`config.mk`:
```
export PLATFORM = sky130hd
export DESIGN_NAME = rectangle_record_encoder_flat
export DESIGN_NICKNAME = d
export VERILOG_FILES = /design/src/rtl/rre_pkg.sv /design/src/rtl/rre_if.sv /design/src/rtl/rre_front.sv /design/src/rtl/rre_queue.sv /design/src/rtl/rre_back.sv /design/src/rtl/rectangle_record_encoder.sv /design/src/flat_wrapper.sv
export VERILOG_INCLUDE_DIRS = /design/src /design/src/rtl
export SDC_FILE = /design/constraint.sdc
export NUM_CORES = 1
export LEC_CHECK = 0
export BUFFER_PORTS_ARGS = -buffer_cell sky130_fd_sc_hd__buf_2
export CORE_MARGIN = 4
export CORE_UTILIZATION = 62
export CTS_BUF_LIST = sky130_fd_sc_hd__clkbuf_8
export DETAILED_ROUTE_END_ITERATION = 16
export GPL_TIMING_DRIVEN = 0
export PLACE_DENSITY = 0.79
export REMOVE_ABC_BUFFERS = 1
export SETUP_SLACK_MARGIN = 0.3
export SLEW_MARGIN = 20
export SYNTH_ARGS = -nofsm -noshare
export SYNTH_HDL_FRONTEND = slang
export SYNTH_SLANG_ARGS = --single-unit
```
`constraint.sdc`:
```
create_clock -name clk -period 8.7 [get_ports clk]
set_input_delay 0.87 -clock clk [delete_from_list [all_inputs] [get_ports clk]]
set_output_delay 0.87 -clock clk [all_outputs]
set_load 0.05 [all_outputs]
```
`src/rtl/rectangle_record_encoder_macros.svh`:
```
// ----------------------------------------------------------------------------
// Rectangle record encoder assertion macros
// Concurrent checks on clk with rst_n as the disable; empty when
// NO_ASSERTIONS is defined.
// ----------------------------------------------------------------------------
`ifndef RECTANGLE_RECORD_ENCODER_MACROS_SVH
`define RECTANGLE_RECORD_ENCODER_MACROS_SVH

`ifndef NO_ASSERTIONS

// same-cycle implication
`define RRE_ASSERT_IMPL(label, pre, post) \
    label: assert property (@(posedge clk) disable iff (!rst_n) (pre) |-> (post)) \
        else $error("rre: same-cycle check failed");

// next-cycle implication
`define RRE_ASSERT_NEXT(label, pre, post) \
    label: assert property (@(posedge clk) disable iff (!rst_n) (pre) |=> (post)) \
        else $error("rre: next-cycle check failed");

`else

`define RRE_ASSERT_IMPL(label, pre, post)
`define RRE_ASSERT_NEXT(label, pre, post)

`endif

`endif

```
`src/rtl/rre_pkg.sv`:
```
// ----------------------------------------------------------------------------
// Rectangle record encoder package
// Shared constants and the command type passed from front to back.
// ----------------------------------------------------------------------------
`default_nettype none

package rre_pkg;

    localparam logic [7:0] RECORD_ID   = 8'h14;
    localparam logic [7:0] INFO_SQUARE = 8'hDB;  // S W X Y D L
    localparam logic [7:0] INFO_RECT   = 8'h7B;  // W H X Y D L
    localparam logic [7:0] ZERO_BYTE   = 8'h00;

    localparam int QUEUE_DEPTH = 2;

    // One classified rectangle: sizes as is, coordinates already zigzagged
    // (magnitude << 1 | sign), which needs 32 bits for -2^30.
    typedef struct packed {
        logic        square;
        logic [30:0] width;
        logic [30:0] height;
        logic [31:0] x_code;
        logic [31:0] y_code;
    } rre_cmd_t;

    // Head of the queue as seen by the back end.
    typedef struct packed {
        logic     valid;
        rre_cmd_t cmd;
    } rre_head_t;

endpackage

`default_nettype wire

```
`src/rtl/rre_if.sv`:
```
// ----------------------------------------------------------------------------
// Rectangle record encoder channels
// Valid/ready interfaces for the rectangle input and the byte output.
// ----------------------------------------------------------------------------
`default_nettype none

interface rre_rect_if;
    logic               valid;
    logic               ready;
    logic        [30:0] rect_width;
    logic        [30:0] rect_height;
    logic signed [30:0] left_x;
    logic signed [30:0] lower_y;

    modport source (output valid, output rect_width, output rect_height,
                    output left_x, output lower_y, input ready);
    modport sink   (input valid, input rect_width, input rect_height,
                    input left_x, input lower_y, output ready);
endinterface

interface rre_byte_if;
    logic       valid;
    logic       ready;
    logic [7:0] out_byte;
    logic       last_byte;

    modport source (output valid, output out_byte, output last_byte, input ready);
    modport sink   (input valid, input out_byte, input last_byte, output ready);
endinterface

`default_nettype wire

```
`src/rtl/rre_front.sv`:
```
// ----------------------------------------------------------------------------
// Rectangle record encoder front end
// Accepts rectangles, flags squares and zigzags the coordinates.
// ----------------------------------------------------------------------------
`default_nettype none

module rre_front
(
    rre_rect_if.sink          rect,
    input  wire logic         full,
    output rre_pkg::rre_cmd_t cmd,
    output logic              push
);

    logic [30:0] x_mag;
    logic [30:0] y_mag;

    always_comb
    begin
        rect.ready = !full;
        push       = rect.valid && !full;

        // 31-bit negate; -2^30 gives magnitude 2^30
        x_mag = rect.left_x[30]  ? (~rect.left_x  + 31'd1) : rect.left_x;
        y_mag = rect.lower_y[30] ? (~rect.lower_y + 31'd1) : rect.lower_y;

        cmd.square = (rect.rect_width == rect.rect_height);
        cmd.width  = rect.rect_width;
        cmd.height = rect.rect_height;
        cmd.x_code = {x_mag, rect.left_x[30]};
        cmd.y_code = {y_mag, rect.lower_y[30]};
    end

endmodule

`default_nettype wire

```
`src/rtl/rre_queue.sv`:
```
// ----------------------------------------------------------------------------
// Rectangle record encoder command queue
// Small FIFO between front and back end.
// ----------------------------------------------------------------------------
`default_nettype none

`include "rectangle_record_encoder_macros.svh"

module rre_queue
#(
    parameter int DEPTH = rre_pkg::QUEUE_DEPTH
)
(
    input  wire logic               clk,
    input  wire logic               rst_n,
    input  wire logic               push,
    input  wire rre_pkg::rre_cmd_t  push_cmd,
    input  wire logic               pop,
    output logic                    full,
    output rre_pkg::rre_head_t      head
);

    localparam int PTR_W = (DEPTH > 1) ? $clog2(DEPTH) : 1;
    localparam int CNT_W = $clog2(DEPTH + 1);

    rre_pkg::rre_cmd_t mem [DEPTH];

    logic [PTR_W-1:0] wr_ptr_reg, wr_ptr_next;
    logic [PTR_W-1:0] rd_ptr_reg, rd_ptr_next;
    logic [CNT_W-1:0] count_reg,  count_next;

    always_comb
    begin
        full       = (count_reg == CNT_W'(DEPTH));
        head.valid = (count_reg != '0);
        head.cmd   = mem[rd_ptr_reg];

        wr_ptr_next = wr_ptr_reg;
        rd_ptr_next = rd_ptr_reg;
        count_next  = count_reg;
        if (push)
        begin
            wr_ptr_next = (wr_ptr_reg == PTR_W'(DEPTH - 1)) ? '0 : wr_ptr_reg + 1'b1;
        end
        if (pop)
        begin
            rd_ptr_next = (rd_ptr_reg == PTR_W'(DEPTH - 1)) ? '0 : rd_ptr_reg + 1'b1;
        end
        if (push && !pop)
        begin
            count_next = count_reg + 1'b1;
        end
        else if (pop && !push)
        begin
            count_next = count_reg - 1'b1;
        end
    end

    always_ff @(posedge clk or negedge rst_n)
    begin
        if (!rst_n)
        begin
            wr_ptr_reg <= '0;
            rd_ptr_reg <= '0;
            count_reg  <= '0;
        end
        else
        begin
            wr_ptr_reg <= wr_ptr_next;
            rd_ptr_reg <= rd_ptr_next;
            count_reg  <= count_next;
        end
    end

    always_ff @(posedge clk)
    begin
        if (push)
        begin
            mem[wr_ptr_reg] <= push_cmd;
        end
    end

    `RRE_ASSERT_IMPL(a_no_overflow, push, count_reg != CNT_W'(DEPTH))
    `RRE_ASSERT_IMPL(a_no_underflow, pop, count_reg != '0)
    `RRE_ASSERT_IMPL(a_empty_ptrs, count_reg == '0, wr_ptr_reg == rd_ptr_reg)

endmodule

`default_nettype wire

```
`src/rtl/rre_back.sv`:
```
// ----------------------------------------------------------------------------
// Rectangle record encoder back end
// Byte sequencer: header, then varints seven bits per cycle unless the sink stalls.
// ----------------------------------------------------------------------------
`default_nettype none

`include "rectangle_record_encoder_macros.svh"

module rre_back
(
    input  wire logic               clk,
    input  wire logic               rst_n,
    input  wire rre_pkg::rre_head_t head,
    output logic                    pop,
    rre_byte_if.source              code_bytes
);

    localparam logic [2:0] PH_ID    = 3'd0;
    localparam logic [2:0] PH_INFO  = 3'd1;
    localparam logic [2:0] PH_LAYER = 3'd2;
    localparam logic [2:0] PH_DTYPE = 3'd3;
    localparam logic [2:0] PH_W     = 3'd4;
    localparam logic [2:0] PH_H     = 3'd5;
    localparam logic [2:0] PH_X     = 3'd6;
    localparam logic [2:0] PH_Y     = 3'd7;

    logic        busy_reg,   busy_next;
    logic [2:0]  phase_reg,  phase_next;
    logic        square_reg, square_next;
    logic [30:0] height_reg, height_next;
    logic [31:0] x_reg,      x_next;
    logic [31:0] y_reg,      y_next;
    logic [31:0] cur_reg,    cur_next;

    logic        out_valid_reg, out_valid_next;
    logic [7:0]  out_byte_reg,  out_byte_next;
    logic        out_last_reg,  out_last_next;

    logic        advance;
    logic        more;
    logic        last;
    logic [7:0]  cur_byte;

    always_comb
    begin
        advance = busy_reg && (!out_valid_reg || code_bytes.ready);
        more    = (phase_reg >= PH_W) && (cur_reg[31:7] != '0);
        last    = (phase_reg == PH_Y) && !more;
        pop     = head.valid && (!busy_reg || (advance && last));

        case (phase_reg)
            PH_ID:    cur_byte = rre_pkg::RECORD_ID;
            PH_INFO:  cur_byte = square_reg ? rre_pkg::INFO_SQUARE : rre_pkg::INFO_RECT;
            PH_LAYER: cur_byte = rre_pkg::ZERO_BYTE;
            PH_DTYPE: cur_byte = rre_pkg::ZERO_BYTE;
            default:  cur_byte = {more, cur_reg[6:0]};
        endcase

        busy_next   = busy_reg;
        phase_next  = phase_reg;
        square_next = square_reg;
        height_next = height_reg;
        x_next      = x_reg;
        y_next      = y_reg;
        cur_next    = cur_reg;

        if (advance)
        begin
            if (more)
            begin
                cur_next = {7'd0, cur_reg[31:7]};
            end
            else
            begin
                case (phase_reg)
                    PH_ID:    phase_next = PH_INFO;
                    PH_INFO:  phase_next = PH_LAYER;
                    PH_LAYER: phase_next = PH_DTYPE;
                    PH_DTYPE: phase_next = PH_W;
                    PH_W:
                    begin
                        // square: height is left out
                        phase_next = square_reg ? PH_X : PH_H;
                        cur_next   = square_reg ? x_reg : {1'b0, height_reg};
                    end
                    PH_H:
                    begin
                        phase_next = PH_X;
                        cur_next   = x_reg;
                    end
                    PH_X:
                    begin
                        phase_next = PH_Y;
                        cur_next   = y_reg;
                    end
                    default:
                    begin
                        phase_next = PH_ID;
                        busy_next  = 1'b0;
                    end
                endcase
            end
        end

        if (pop)
        begin
            busy_next   = 1'b1;
            phase_next  = PH_ID;
            square_next = head.cmd.square;
            height_next = head.cmd.height;
            x_next      = head.cmd.x_code;
            y_next      = head.cmd.y_code;
            cur_next    = {1'b0, head.cmd.width};
        end

        out_valid_next = out_valid_reg;
        out_byte_next  = out_byte_reg;
        out_last_next  = out_last_reg;
        if (advance)
        begin
            out_valid_next = 1'b1;
            out_byte_next  = cur_byte;
            out_last_next  = last;
        end
        else if (code_bytes.ready)
        begin
            out_valid_next = 1'b0;
        end

        code_bytes.valid     = out_valid_reg;
        code_bytes.out_byte  = out_byte_reg;
        code_bytes.last_byte = out_last_reg;
    end

    always_ff @(posedge clk or negedge rst_n)
    begin
        if (!rst_n)
        begin
            busy_reg      <= 1'b0;
            phase_reg     <= PH_ID;
            out_valid_reg <= 1'b0;
        end
        else
        begin
            busy_reg      <= busy_next;
            phase_reg     <= phase_next;
            out_valid_reg <= out_valid_next;
        end
    end

    always_ff @(posedge clk)
    begin
        square_reg   <= square_next;
        height_reg   <= height_next;
        x_reg        <= x_next;
        y_reg        <= y_next;
        cur_reg      <= cur_next;
        out_byte_reg <= out_byte_next;
        out_last_reg <= out_last_next;
    end

    `RRE_ASSERT_IMPL(a_last_no_cont, out_valid_reg && out_last_reg, !out_byte_reg[7])
    `RRE_ASSERT_IMPL(a_idle_phase, !busy_reg, phase_reg == PH_ID)
    `RRE_ASSERT_NEXT(a_pop_starts, pop, busy_reg && (phase_reg == PH_ID))

endmodule

`default_nettype wire

```
`src/rtl/rectangle_record_encoder.sv`:
```
// ----------------------------------------------------------------------------
// Rectangle record encoder
// Turns one rectangle into its layout-format record, one byte per item.
// ----------------------------------------------------------------------------
// Usage:
//   rect       : valid/ready input, one rectangle (width, height, left x,
//                lower y) per item.
//   code_bytes : valid/ready output, one record byte per item; last_byte
//                marks the final byte of each record.
//   Record: id 0x14, info byte, two zero bytes, width varint, height varint
//   (left out for a square), zigzag x and y varints. 7 to 24 bytes.
//   When the sequencer is idle, a taken rectangle goes into the queue, is
//   popped into the sequencer, and its first byte is registered at the output.
//   Throughput: one byte per cycle from the back-end sequencer while the sink
//   is ready; records follow without a gap when the next one is queued.
//   The front classifies and queues rectangles (queue depth QUEUE_DEPTH),
//   so input keeps flowing while the sequencer is busy or the sink stalls.
//   Reset clears the queue, the sequencer and the output register; no
//   partial record survives. A stalled sink holds the current byte and the
//   sequencer waits; once the queue fills, rect.ready drops.
// ----------------------------------------------------------------------------
`default_nettype none

module rectangle_record_encoder
#(
    parameter int QUEUE_DEPTH = rre_pkg::QUEUE_DEPTH
)
(
    input  wire logic  clk,
    input  wire logic  rst_n,
    rre_rect_if.sink   rect,
    rre_byte_if.source code_bytes
);

    rre_pkg::rre_cmd_t  front_cmd;
    rre_pkg::rre_head_t q_head;
    logic               q_push;
    logic               q_pop;
    logic               q_full;

    // classify: square flag and zigzag coordinates
    rre_front u_front
    (
        .rect (rect),
        .full (q_full),
        .cmd  (front_cmd),
        .push (q_push)
    );

    // decouples intake from byte emission
    rre_queue
    #(
        .DEPTH (QUEUE_DEPTH)
    )
    u_queue
    (
        .clk      (clk),
        .rst_n    (rst_n),
        .push     (q_push),
        .push_cmd (front_cmd),
        .pop      (q_pop),
        .full     (q_full),
        .head     (q_head)
    );

    // byte sequencer with output register
    rre_back u_back
    (
        .clk        (clk),
        .rst_n      (rst_n),
        .head       (q_head),
        .pop        (q_pop),
        .code_bytes (code_bytes)
    );

endmodule

`default_nettype wire

```
`src/flat_wrapper.sv`:
```
// flat-port wrapper written by rule: the top's interface ports become plain ports
module rectangle_record_encoder_flat 
#(
    parameter int QUEUE_DEPTH = rre_pkg::QUEUE_DEPTH
)
  (clk, rst_n, rect_valid, rect_rect_width, rect_rect_height, rect_left_x, rect_lower_y, rect_ready, code_bytes_valid, code_bytes_out_byte, code_bytes_last_byte, code_bytes_ready);
  rre_rect_if rect_i ();
  rre_byte_if code_bytes_i ();
  input  wire logic clk;
  input  wire logic rst_n;
  input wire logic [$bits(rect_i.valid)-1:0] rect_valid;
  input wire logic [$bits(rect_i.rect_width)-1:0] rect_rect_width;
  input wire logic [$bits(rect_i.rect_height)-1:0] rect_rect_height;
  input wire logic [$bits(rect_i.left_x)-1:0] rect_left_x;
  input wire logic [$bits(rect_i.lower_y)-1:0] rect_lower_y;
  output wire logic [$bits(rect_i.ready)-1:0] rect_ready;
  output wire logic [$bits(code_bytes_i.valid)-1:0] code_bytes_valid;
  output wire logic [$bits(code_bytes_i.out_byte)-1:0] code_bytes_out_byte;
  output wire logic [$bits(code_bytes_i.last_byte)-1:0] code_bytes_last_byte;
  input wire logic [$bits(code_bytes_i.ready)-1:0] code_bytes_ready;
  assign rect_i.valid = rect_valid;
  assign rect_i.rect_width = rect_rect_width;
  assign rect_i.rect_height = rect_rect_height;
  assign rect_i.left_x = rect_left_x;
  assign rect_i.lower_y = rect_lower_y;
  assign rect_ready = rect_i.ready;
  assign code_bytes_valid = code_bytes_i.valid;
  assign code_bytes_out_byte = code_bytes_i.out_byte;
  assign code_bytes_last_byte = code_bytes_i.last_byte;
  assign code_bytes_i.ready = code_bytes_ready;
  rectangle_record_encoder #(.QUEUE_DEPTH(QUEUE_DEPTH)) u_core (.clk(clk), .rst_n(rst_n), .rect(rect_i), .code_bytes(code_bytes_i));
endmodule
```
==> results.json, run 1 <==
{
  "cts_resized": 0,
  "track_usage": 0.2407,
  "yosysTopAreaCell": "edfxtp_1",
  "synth.ff_latch_count": 400,
  "status": "completed",
  "grt_busiest_layer": "met2",
  "fin_crit_sh": 0.4290,
  "first_pass_iters": 7,
  "met2_usage": 0.3862,
  "start_util": 0.6336,
  "final-setup-viol-count": 0,
  "synthFlopType": "edfxtp_1",
  "ys_warn_count": 0,
  "critPathArrivalTime_ps": 4010,
  "hold_class": "primary input to async pin",
  "synth_seq_area_share": 0.7201,
  "regMostFlops": "u_core.u_queue.mem",
  "syn_inst": 981,
  "p_int_mw": 4.368,
  "cts_root_buf": "clkbuf_8",
  "die_area_um2": 29460,
  "num_rows": 59,
  "rsz0062_at_grt": "false",
  "cts_inserted_buffers": 58,
  "synth_common_cells": "edfxtp_1, mux2_2, xnor2_1, o21ai_0, nand2_1",
  "p_per_area_nw_per_um2": 334.7,
  "cts.path.max_buffers": 3,
  "p_seq_frac": 0.486,
  "finClkSkew_ps": 23.78,
  "crit_type": "flip-flop to flip-flop",
  "worst_pin_slew_ps": 1101,
  "drc_errors": 0,
  "port_buffers": 138,
  "grtUsageMet3": 0.05631,
  "synth_area_um2": 16600,
  "post_dp_cell_area_um2": 18070,
  "clock_latency_ps": 590,
  "syn_avg_cell_area_um2": 16.92,
  "nets": 1290,
  "cts-hold-fix-buffers": 0,
  "pwr-share-comb": 0.303,
  "wl_mm": 35.35,
  "drtIter0Drc": 1209,
  "endpoint_kind": "flip-flop",
  "overflow": 0,
  "cp_max_fo": 59,
  "largest_register_ff_count": 254,
  "fillers": 1607,
  "cts_sinks": 400,
  "async_reset_ff_frac": 0.02250,
  "timing.fmax_mhz": 267.9,
  "chipWidth_um": 171.6,
  "maxCapViolCount": 0,
  "grt_pass1_wl_mm": 53.32,
  "routed_via_density": 6.116,
  "synth_cell_type_count": 57,
  "grt_pass1_vias": 9438,
  "max-vdd-ir-drop_mv": 0.1503,
  "p_leak_nw": 6.692,
  "p_sw_frac": 0.3178,
  "place_congestion": 0.7839,
  "cts_tree": "built",
  "use_met1": 0.3353,
  "hpwl_mm": 24.01,
  "synth_area_leaders": "edfxtp_1, mux2_2, xnor2_1, a222oi_1, mux2i_1",
  "fin_util": 0.7301,
  "path_clk_slew_ps": 60,
  "antenna_found_initial": 4,
  "synth_edf_count": 390,
  "drtAntennaViolNets": 0,
  "hold_viol": 0,
  "layout_min_cycle_time_ps": 3733,
  "clkPwrFrac": 0.211,
  "synth_top_area_frac": 0.7054,
  "maxSlewViolCount": 0,
  "ios": 139,
  "worst_setup_path_start_kind": "flip-flop",
  "maxSlewHeadroom": 0.2648,
  "postCtsSetupBuffers": 0,
  "drive_above_1_share": 0.3112,
  "grt_max_degree": 60,
  "stdcell_area_um2": 19130,
  "worstPathRequired_ps": 8980,
  "vias": 9425,
  "syn_to_final_growth_pct": 15.23,
  "die_y_um": 171.6,
  "core_um2": 26210,
  "h-tree-depth": 2,
  "wl_per_cell_um": 22.94,
  "p_switching_mw": 2.035,
  "yosys.cell_count.top_type": "edfxtp_1"
}
## worst paths after layout
check | from | to | slack [ps] | cells past startpoint
max in group asynchronous | rst_n | u_core.u_queue.rd_ptr_reg$_DFFE_PN0N_ | 8360 | 1
max | u_core.u_back.cur_reg[19]$_DFFE_PP_ | u_core.u_back.cur_reg[11]$_DFFE_PP_ | 4970 | 8
min | rst_n | u_core.u_back.phase_reg[1]$_DFFE_PN0P_ | 120 | 1
min in group clk | rect_rect_width[10] | u_core.u_queue.mem[0][105]$_DFFE_PP_ | 490 | 1
max reg2reg | u_core.u_back.cur_reg[19]$_DFFE_PP_ | u_core.u_back.cur_reg[11]$_DFFE_PP_ | 4970 | 8
min reg2reg | u_core.u_queue.count_reg[1]$_DFFE_PN0P_ | u_core.u_queue.count_reg[1]$_DFFE_PN0P_ | 510 | 1
## worst max-delay path, stage by stage, from the launching register on
cell and delay, ps:
edfxtp_1 430, nor4_1 390, nand3_1 360, o41ai_4 500
buf_4 270, buf_6 180, inv_2 410, a21oi_4 610
buf_16 240
## routing by layer
metal	share of wire	vias up
met1	0.40	4704
met4	0.026	4
met5	0.00074	-
met2	0.48	397
li1	-	4252
met3	0.090	68
## cell type report
class / count / area [um2] / share of cell area
antenna: 1 / 2.502 / 0.0001308
clock buffer: 63 / 867.1 / 0.04532
clock inverter: 43 / 192.7 / 0.01007
inverter: 10 / 37.54 / 0.001962
multi-input combinational: 524 / 4454 / 0.2328
sequential: 400 / 11960 / 0.6251
tap: 335 / 419.2 / 0.02191
timing repair buffer: 165 / 1199 / 0.06265
## metrics by stage
stage / setup WS (ps) / power [mW] / cells / hold slack (ps) / TNS (ps)
6_report: 4967 / 6.403 / 1541 / 123.9 / 0
5_1_grt: 4752 / 6.696 / 1541 / 106.8 / 0
4_1_cts: 5001 / 6.418 / 1540 / 103.4 / 0
3_5_place_dp: 5019 / 5.064 / 1434 / 494.1 / 0
3_3_place_gp: -3691 / 4.981 / 1407 / 475.7 / -343490
2_1_floorplan: 391.9 / 4.364 / 934 / 456.1 / 0
## cells in the final DEF, fill, tap and decap left out, types with 31 or more instances in the layout
cell,count
a222oi_1,31
buf_2,138
clkbuf_8,63
edfxtp_1,390
inv_1,37
mux2_2,97
mux2i_1,31
nand2_1,32
o21ai_0,42
xnor2_1,69
## power by group through the flow
| stage | sequential, mW | clock [mW] | combinational, mW |
|---|---|---|---|
| floorplan | 3.24 | 0 | 1.12 |
| global placement | 3.33 | 0 | 1.65 |
| detailed placement | 3.14 | 0 | 1.93 |
| CTS | 3.11 | 1.37 | 1.95 |
| global route | 3.15 | 1.47 | 2.08 |
| finish | 3.11 | 1.35 | 1.94 |
## cell families after synthesis
group	synth area share
adder cells (fa/ha/maj)	0.002261
multiplexers	0.08448
XOR/XNOR	0.04906
flip-flops	0.7201
AO/OA/AOI/OAI	0.07461
AND/OR/NAND/NOR	0.05373
buffers and inverters	0.01575
No activity file was read; power rests on OpenSTA's default activity.
==> run 2: changes to the inputs <==
ABC_AREA = 1   (was not set)
clock period = 3.5 ns   (was 8.7 ns; I/O delays follow)
==> run 2 against run 1 <==
- count of clock-buffer cells in the layout up 4
- total power rose to 2.5 times the previous value
- final cell count up 36%
- final area up 9.3%
- synthesized area up 5.8%
- critical path type unchanged
- critical endpoint is now u_core.u_queue.count_reg[1]$_DFFE_PN0P_
- via count up 25%
- clock power rose to 2.7 times the previous value
- maximum frequency up 25%
- routed wire length up 17%
- sequential power up 150%
- sequential share of layout area down 5.3 points
- first-iteration DRC count up 7.0%
==> results.json, run 2 <==
{
  "clock_latency_ps": 580,
  "hold_class": "primary input to flip-flop",
  "regMostFlops": "u_core.u_queue.mem",
  "antenna_found_initial": 1,
  "synth.area.mux_share": 0.07960,
  "yosysTopAreaCell": "edfxtp_1",
  "drtAntennaViolNets": 0,
  "fin_crit_sh": 0.8551,
  "die_y_um": 176.4,
  "overflow": 0,
  "synth_area_um2": 17570,
  "track_usage": 0.2671,
  "postCtsSetupBuffers": 0,
  "grt_max_degree": 54,
  "synth_compound_area_frac": 0.04115,
  "synth_edf_count": 390,
  "final_cell_mix": "edfxtp_1, nand2_1, buf_2, inv_1, mux2_2",
  "synth_xor_area_frac": 0.04037,
  "cts_root_buf": "clkbuf_8",
  "reg2regPathDepth": 13,
  "num_rows": 61,
  "worst_pin_slew_ps": 942.7,
  "seqCellArea_um2": 11960,
  "wl_mm": 41.53,
  "cp_max_fo": 53,
  "worst_setup_path_start_kind": "flip-flop",
  "routed_via_density": 5.621,
  "hpwl_mm": 27.84,
  "synth_common_cells": "edfxtp_1, nand2_1, mux2_2, inv_1, nor2_1",
  "cts_inserted_buffers": 66,
  "path_clk_slew_ps": 60,
  "cts.path.max_buffers": 3,
  "synth_cell_type_count": 32,
  "timing.fmax_mhz": 334.1,
  "drc_errors": 0,
  "place_congestion": 0.8986,
  "syn_to_final_growth_pct": 18.97,
  "max-vdd-ir-drop_mv": 0.4618,
  "core_um2": 27860,
  "nets": 1807,
  "synthFlopType": "edfxtp_1",
  "stdcell_area_um2": 20910,
  "async_reset_ff_frac": 0.02250,
  "cp_num_buf_inv": 3,
  "die_area_um2": 31100,
  "cp_slowest_cell": "edfxtp_1",
  "cp_top_family": "simple AND/OR/NAND/NOR gates",
  "r2r_start": "u_core.u_back.cur_reg[25]$_DFFE_PP_",
  "finClkSkew_ps": 29.96,
  "final_common_cell": "edfxtp_1",
  "rr_endpoint": "u_core.u_queue.count_reg[1]$_DFFE_PN0P_",
  "vias": 11822,
  "pre_cts_ws_ps": 200.1,
  "crit_start": "u_core.u_back.cur_reg[25]$_DFFE_PP_",
  "r2r_setup_slack_ps": 510,
  "ios": 139,
  "maxSlewHeadroom": 0.3709,
  "critPathArrivalTime_ps": 3450,
  "syn_avg_cell_area_um2": 12.25,
  "crit_type": "flip-flop to flip-flop",
  "hp-start": "rect_rect_width[11]",
  "p_per_area_nw_per_um2": 771.0,
  "cts_sinks": 400,
  "drive_above_1_share": 0.2088,
  "fillers": 1701,
  "multi_input_area_um2": 5091,
  "yosys.cell_count.top_type": "edfxtp_1",
  "port_buffers": 138,
  "worstPathRequired_ps": 3960,
  "maxCapViolCount": 0,
  "hold_viol": 0,
  "endpoint_kind": "flip-flop",
  "wl_per_cell_um": 19.75,
  "hold_depth": 1,
  "drtIter0Drc": 1294,
  "cp.depth": 13,
  "h-tree-depth": 3,
  "status": "completed",
  "synth.ff_latch_count": 400,
  "post_dp_cell_area_um2": 19060,
  "ys_warn_count": 0,
  "grt_pass1_vias": 11963,
  "chipWidth_um": 176.4,
  "cp-endpoint": "u_core.u_queue.count_reg[1]$_DFFE_PN0P_",
  "synth_top_area_frac": 0.6664,
  "cts_tree": "built",
  "grt_pass1_wl_mm": 64.03,
  "layout_min_cycle_time_ps": 2993,
  "start_util": 0.6308,
  "largest_register_ff_count": 254,
  "first_pass_iters": 6,
  "synthAdderAreaFrac": 0.002136,
  "maxSlewViolCount": 0,
  "synth_top_family_by_area": "simple AND/OR/NAND/NOR gates",
  "crit_chain": "inv_1 -> nand2_1 -> nor2_1 -> nand2_1 -> nor2_1 -> nand3_2 -> nand2_8 -> buf_12 -> inv_6 -> ha_1 -> a21oi_1 -> o21ai_0 -> xnor2_1",
  "syn_inst": 1434,
  "p_leak_nw": 8.155,
  "timing.final.ws_setup_ps": 507.1,
  "rsz0062_at_grt": "false",
  "synth_area_leaders": "edfxtp_1, nand2_1, mux2_2, xor2_1, o21ai_0",
  "final-setup-viol-count": 0,
  "synth_seq_area_share": 0.6804,
  "synth-simple-area-share": 0.1232,
  "critPathMaxStageDelay_ps": 370
}
==> run 2: cell types whose count changed in the layout (fill, tap and decap cells not counted), sizes merged, moves of 31 or more <==
cell	delta
nand2	+339
inv	+85
nor2	+65
dlygate4sd3	+63
o21ai	+48
xnor2	-41
nand3	+33
a222oi	-31
==> run 2: logic make-up (layout without fill, tap and decap cells) <==
kind of cell	count (synthesis)	in the layout
flops	400	400
xor+xnor	81	81
other cells	0	1
buf+inv	146	436
mux	127	127
fa+ha+maj	3	3
compound gates	138	138
simple gates	539	539
==> run 2: power by group <==
group / switching, mW / internal (mW) / total (mW) / leakage, nW
clock: 1.80 / 1.87 / 3.67 / 0.684
combinational: 2.97 / 1.78 / 4.75 / 3.74
sequential: 0.591 / 7.10 / 7.69 / 3.73
total: 5.36 / 10.8 / 16.1 / 8.15
==> run 2: metrics by stage <==
| stage | total power [mW] | util | hold slack, ps | instances | TNS [ps] |
|---|---|---|---|---|---|
| 5_1_grt | 16.90 | 0.7505 | -9.603 | 2103 | 0 |
| 6_report | 16.12 | 0.7505 | 23.06 | 2103 | 0 |
| 3_5_place_dp | 12.31 | 0.6843 | 209.2 | 1923 | 0 |
| 4_1_cts | 16.03 | 0.7481 | 0.5523 | 2099 | 0 |
| 2_1_floorplan | 10.77 | - | 54.41 | 1386 | -987900 |
| 3_3_place_gp | 11.17 | 0.6649 | 211.0 | 1902 | -2178040 |
==> run 2: cell type report <==
| class | count | share of cell area |
|---|---|---|
| Antenna cell | 1 | 0.0001197 |
| Clock buffer | 67 | 0.04411 |
| Clock inverter | 49 | 0.01191 |
| Inverter | 98 | 0.01849 |
| Multi-Input combinational cell | 888 | 0.2435 |
| Sequential cell | 400 | 0.5721 |
| Tap cell | 378 | 0.02262 |
| Timing Repair Buffer | 222 | 0.08714 |
==> run 2: routing by layer <==
metal  vias up  GRT usage  wire length (um)
met4         0    0.08092              1088
met5         -          0                 0
met2       605     0.4265             19510
li1       5500          -                 -
met1      5631     0.3760             17450
met3        86    0.05760              3473
==> run 2: repair_timing <==
item / 4_1_cts / 5_1_grt
pin swaps: 0 / 1
hold buffers: 60 / 3
setup endpoints to repair: 32 / 32
endpoints found under the hold margin: 124 / 6
resized for setup: 2 / 7
==> run 2: worst min path at each step <==
stage	endpoint	slack, ps
floorplan	u_core.u_back.busy_reg$_DFFE_PN0P_	50
global placement	u_core.u_back.code_bytes.valid$_DFFE_PN0P_	210
detailed placement	u_core.u_back.code_bytes.valid$_DFFE_PN0P_	210
CTS	u_core.u_queue.mem[1][106]$_DFFE_PP_	0.6
global route	u_core.u_queue.mem[1][77]$_DFFE_PP_	-10
finish	u_core.u_queue.mem[1][106]$_DFFE_PP_	20
==> run 2: worst register-to-register path: cells and delay by family, from the launching register on <==
kind            cells  cell delay [ps]
flops               1              370
fa+ha+maj           1              380
compound gates      2              270
simple gates        6             1120
buf+inv             3              600
xor+xnor            1              150
==> run 3: changes to the inputs <==
CAP_MARGIN = 20   (was not set)
CORE_UTILIZATION = 63   (was 62)
PLACE_DENSITY = 0.8   (was 0.79)
SYNTH_HIERARCHICAL = 1   (was not set)
==> run 3 against run 2 <==
- synthesized cell count grew 16%
- worst hold slack better by 29 ps
- critical path depth is 4 lower
- setup slack improved by 17 ps
- maximum frequency up 0.58%
- via count grew 6.7%
- global-route usage down 0.30 points
- combinational power down 36%
- sequential cell count did not move
- die area up 5.6%
- clock power barely moved
- final area grew 1.7%
- highest routed layer is now met5
==> results.json, run 3 <==
{
  "synth_compound_area_frac": 0.03072,
  "hold_class": "primary input to flip-flop",
  "multi_input_area_um2": 5493,
  "hold_viol": 0,
  "grt_max_degree": 93,
  "h-tree-depth": 2,
  "placed_cells": 2081,
  "grt_pass1_wl_mm": 68.33,
  "reg2regPathDepth": 9,
  "clock_latency_ps": 590,
  "antenna_found_initial": 1,
  "cts_root_buf": "clkbuf_8",
  "routed_via_density": 5.598,
  "r2r_setup_slack_ps": 520,
  "overflow": 0,
  "maxSlewHeadroom": 0.3257,
  "cp_max_fo": 33,
  "synthAdderAreaFrac": 0.001986,
  "p_per_area_nw_per_um2": 639.5,
  "drc_errors": 0,
  "crit_chain": "nor2_1 -> nand2_1 -> nor2_1 -> nand2_1 -> nor2_4 -> nand3_2 -> nand2_4 -> nand2_8 -> nand2_2",
  "synth-simple-area-share": 0.1594,
  "worst_pin_slew_ps": 1010,
  "ios": 139,
  "r2r_start": "u_core/u_back/cur_reg[21]$_DFFE_PP_",
  "critPathMaxStageDelay_ps": 700,
  "whs_ps": 52.24,
  "drtIter0Drc": 1369,
  "synth_common_cells": "nand2_1, edfxtp_1, nor2_1, inv_1, mux2_2",
  "synth.area.mux_share": 0.07569,
  "rsz0062_at_grt": "false",
  "synth.ff_latch_count": 400,
  "nets": 1950,
  "synthFlopType": "edfxtp_1",
  "syn_inst": 1661,
  "endpoint_kind": "flip-flop",
  "hold_depth": 4,
  "p_leak_nw": 8.506,
  "status": "completed",
  "finClkSkew_ps": 23.23,
  "hpwl_mm": 29.26,
  "ys_warn_count": 6,
  "drive_above_1_share": 0.2108,
  "synth_xor_area_frac": 0.02179,
  "cp_num_buf_inv": 0,
  "cts_inserted_buffers": 61,
  "timing.fmax_mhz": 336.1,
  "path_clk_slew_ps": 60,
  "vias": 12618,
  "max-vdd-ir-drop_mv": 0.3908,
  "stdcell_area_um2": 21250,
  "synth_top_area_frac": 0.6198,
  "first_pass_iters": 6,
  "port_buffers": 138,
  "num_rows": 63,
  "async_reset_ff_frac": 0.02250,
  "die_area_um2": 32830,
  "place_congestion": 0.8933,
  "worstPathRequired_ps": 3710,
  "cts.path.max_buffers": 3,
  "seqCellArea_um2": 11960,
  "synth_cell_type_count": 34,
  "maxCapViolCount": 0,
  "die_y_um": 181.2,
  "final_cell_mix": "nand2_1, edfxtp_1, inv_1, nor2_1, buf_2",
  "synth_area_leaders": "edfxtp_1, nand2_1, mux2_2, nor2_1, buf_4",
  "synth_top_family_by_area": "simple AND/OR/NAND/NOR gates",
  "crit_type": "flip-flop to flip-flop",
  "layout_min_cycle_time_ps": 2976,
  "grt_pass1_vias": 12536,
  "final_common_cell": "nand2_1",
  "fillers": 1982,
  "yosys.cell_count.top_type": "nand2_1",
  "fin_util": 0.7171,
  "track_usage": 0.2641,
  "diodes": 0,
  "start_util": 0.6375,
  "maxSlewViolCount": 0,
  "largest_register_ff_count": 254,
  "chipWidth_um": 181.2,
  "cp_top_family": "simple AND/OR/NAND/NOR gates",
  "critPathArrivalTime_ps": 3180,
  "core_um2": 29640,
  "synth_edf_count": 390,
  "yosysTopAreaCell": "edfxtp_1",
  "hp-start": "code_bytes_ready",
  "wl_mm": 44.24,
  "regMostFlops": "u_core/u_queue/mem",
  "cp_slowest_cell": "nand2_2",
  "post_dp_cell_area_um2": 19420,
  "syn_avg_cell_area_um2": 11.38,
  "fin_crit_sh": 0.8502,
  "cts_sinks": 400,
  "drtAntennaViolNets": 0,
  "final-setup-viol-count": 0,
  "synth_area_um2": 18900,
  "synth_seq_area_share": 0.6328,
  "hold_end": "u_core/u_back/code_bytes.valid$_DFFE_PN0P_",
  "rr_endpoint": "u_core/u_back/cur_reg[30]$_DFFE_PP_",
  "cts_tree": "built",
  "postCtsSetupBuffers": 0,
  "instances_no_fill": 2254,
  "worst_setup_path_start_kind": "flip-flop",
  "syn_to_final_growth_pct": 12.48,
  "wl_per_cell_um": 19.63
}
==> run 3: cell types whose count changed after synthesis, sizes merged, moves of 14 or more <==
cell,previous run,this run
a21oi,32,12
buf,25,95
inv,98,151
mux2,102,127
mux2i,25,0
nand2,371,450
nand3,38,75
nor2,91,178
nor3,16,2
o21ai,93,49
o221ai,0,25
xor2,53,28
==> run 3: power by group <==
part | switching [mW] | total, mW | internal (mW)
clock network | 1.74 | 3.70 | 1.96
logic | 2.12 | 3.06 | 0.939
registers | 0.330 | 6.83 | 6.50
==> run 3: cell families (layout without fill, tap and decap cells) <==
group / count (synthesis) / after routing
compound gates: 93 / 93
simple gates: 723 / 723
mux: 127 / 127
fa+ha+maj: 3 / 3
xor+xnor: 47 / 47
buf+inv: 268 / 471
flops: 400 / 400
==> run 3: through the flow <==
step | setup TNS, ps | setup slack (ps) | total power, mW
2_1_floorplan | -499500 | -3165 | 8.798
4_1_cts | 0 | 351.1 | 13.58
3_5_place_dp | 0 | 348.1 | 9.853
6_report | 0 | 524.3 | 13.59
5_1_grt | 0 | 371.7 | 14.21
3_3_place_gp | -1488240 | -6548 | 9.466
==> run 3: tightest hold or removal path, delay by kind of cell <==
| kind | cells | cell delay (ps) |
|---|---|---|
| simple gates | 2 | 150 |
| buf+inv | 2 | 100 |
==> run 3: timing repair <==
action | in CTS | in global routing
setup endpoints to repair | 0 | 98
resized for setup | 0 | 4
hold buffers | 65 | 0
endpoints found under the hold margin | 137 | 0
==> run 3: layout make-up <==
class                           count  share of cell area
Sequential cell                   400              0.5628
Multi-Input combinational cell    993              0.2584
Timing Repair Buffer              212             0.07335
Clock buffer                       63             0.04080
Inverter                          151             0.02773
Tap cell                          390             0.02296
Clock inverter                     45             0.01389
==> run 3: worst max path at each step <==
stage | startpoint | to | slack (ps) | cells after the start
3_3_place_gp | u_core/u_queue/count_reg[1]$_DFFE_PN0P_ | u_core/u_queue/mem[0][7]$_DFFE_PP_ | -6550 | 5
5_1_grt | u_core/u_back/cur_reg[12]$_DFFE_PP_ | u_core/u_queue/count_reg[1]$_DFFE_PN0P_ | 370 | 15
2_1_floorplan | u_core/u_queue/count_reg[1]$_DFFE_PN0P_ | u_core/u_queue/mem[0][0]$_DFFE_PP_ | -3160 | 5
6_report | u_core/u_back/cur_reg[21]$_DFFE_PP_ | u_core/u_back/cur_reg[30]$_DFFE_PP_ | 520 | 9
3_5_place_dp | u_core/u_back/phase_reg[2]$_DFFE_PN0P_ | u_core/u_queue/count_reg[1]$_DFFE_PN0P_ | 350 | 12
4_1_cts | u_core/u_back/phase_reg[2]$_DFFE_PN0P_ | u_core/u_queue/count_reg[1]$_DFFE_PN0P_ | 350 | 12
==> run 3: routing by layer <==
layer,vias up,part of all wire,wire (um),track usage
li1,5883,-,-,-
met1,6072,0.40,17870,0.3563
met2,567,0.50,22160,0.4544
met3,94,0.071,3133,0.03866
met4,2,0.024,1051,0.07115
met5,-,0.00027,12,0
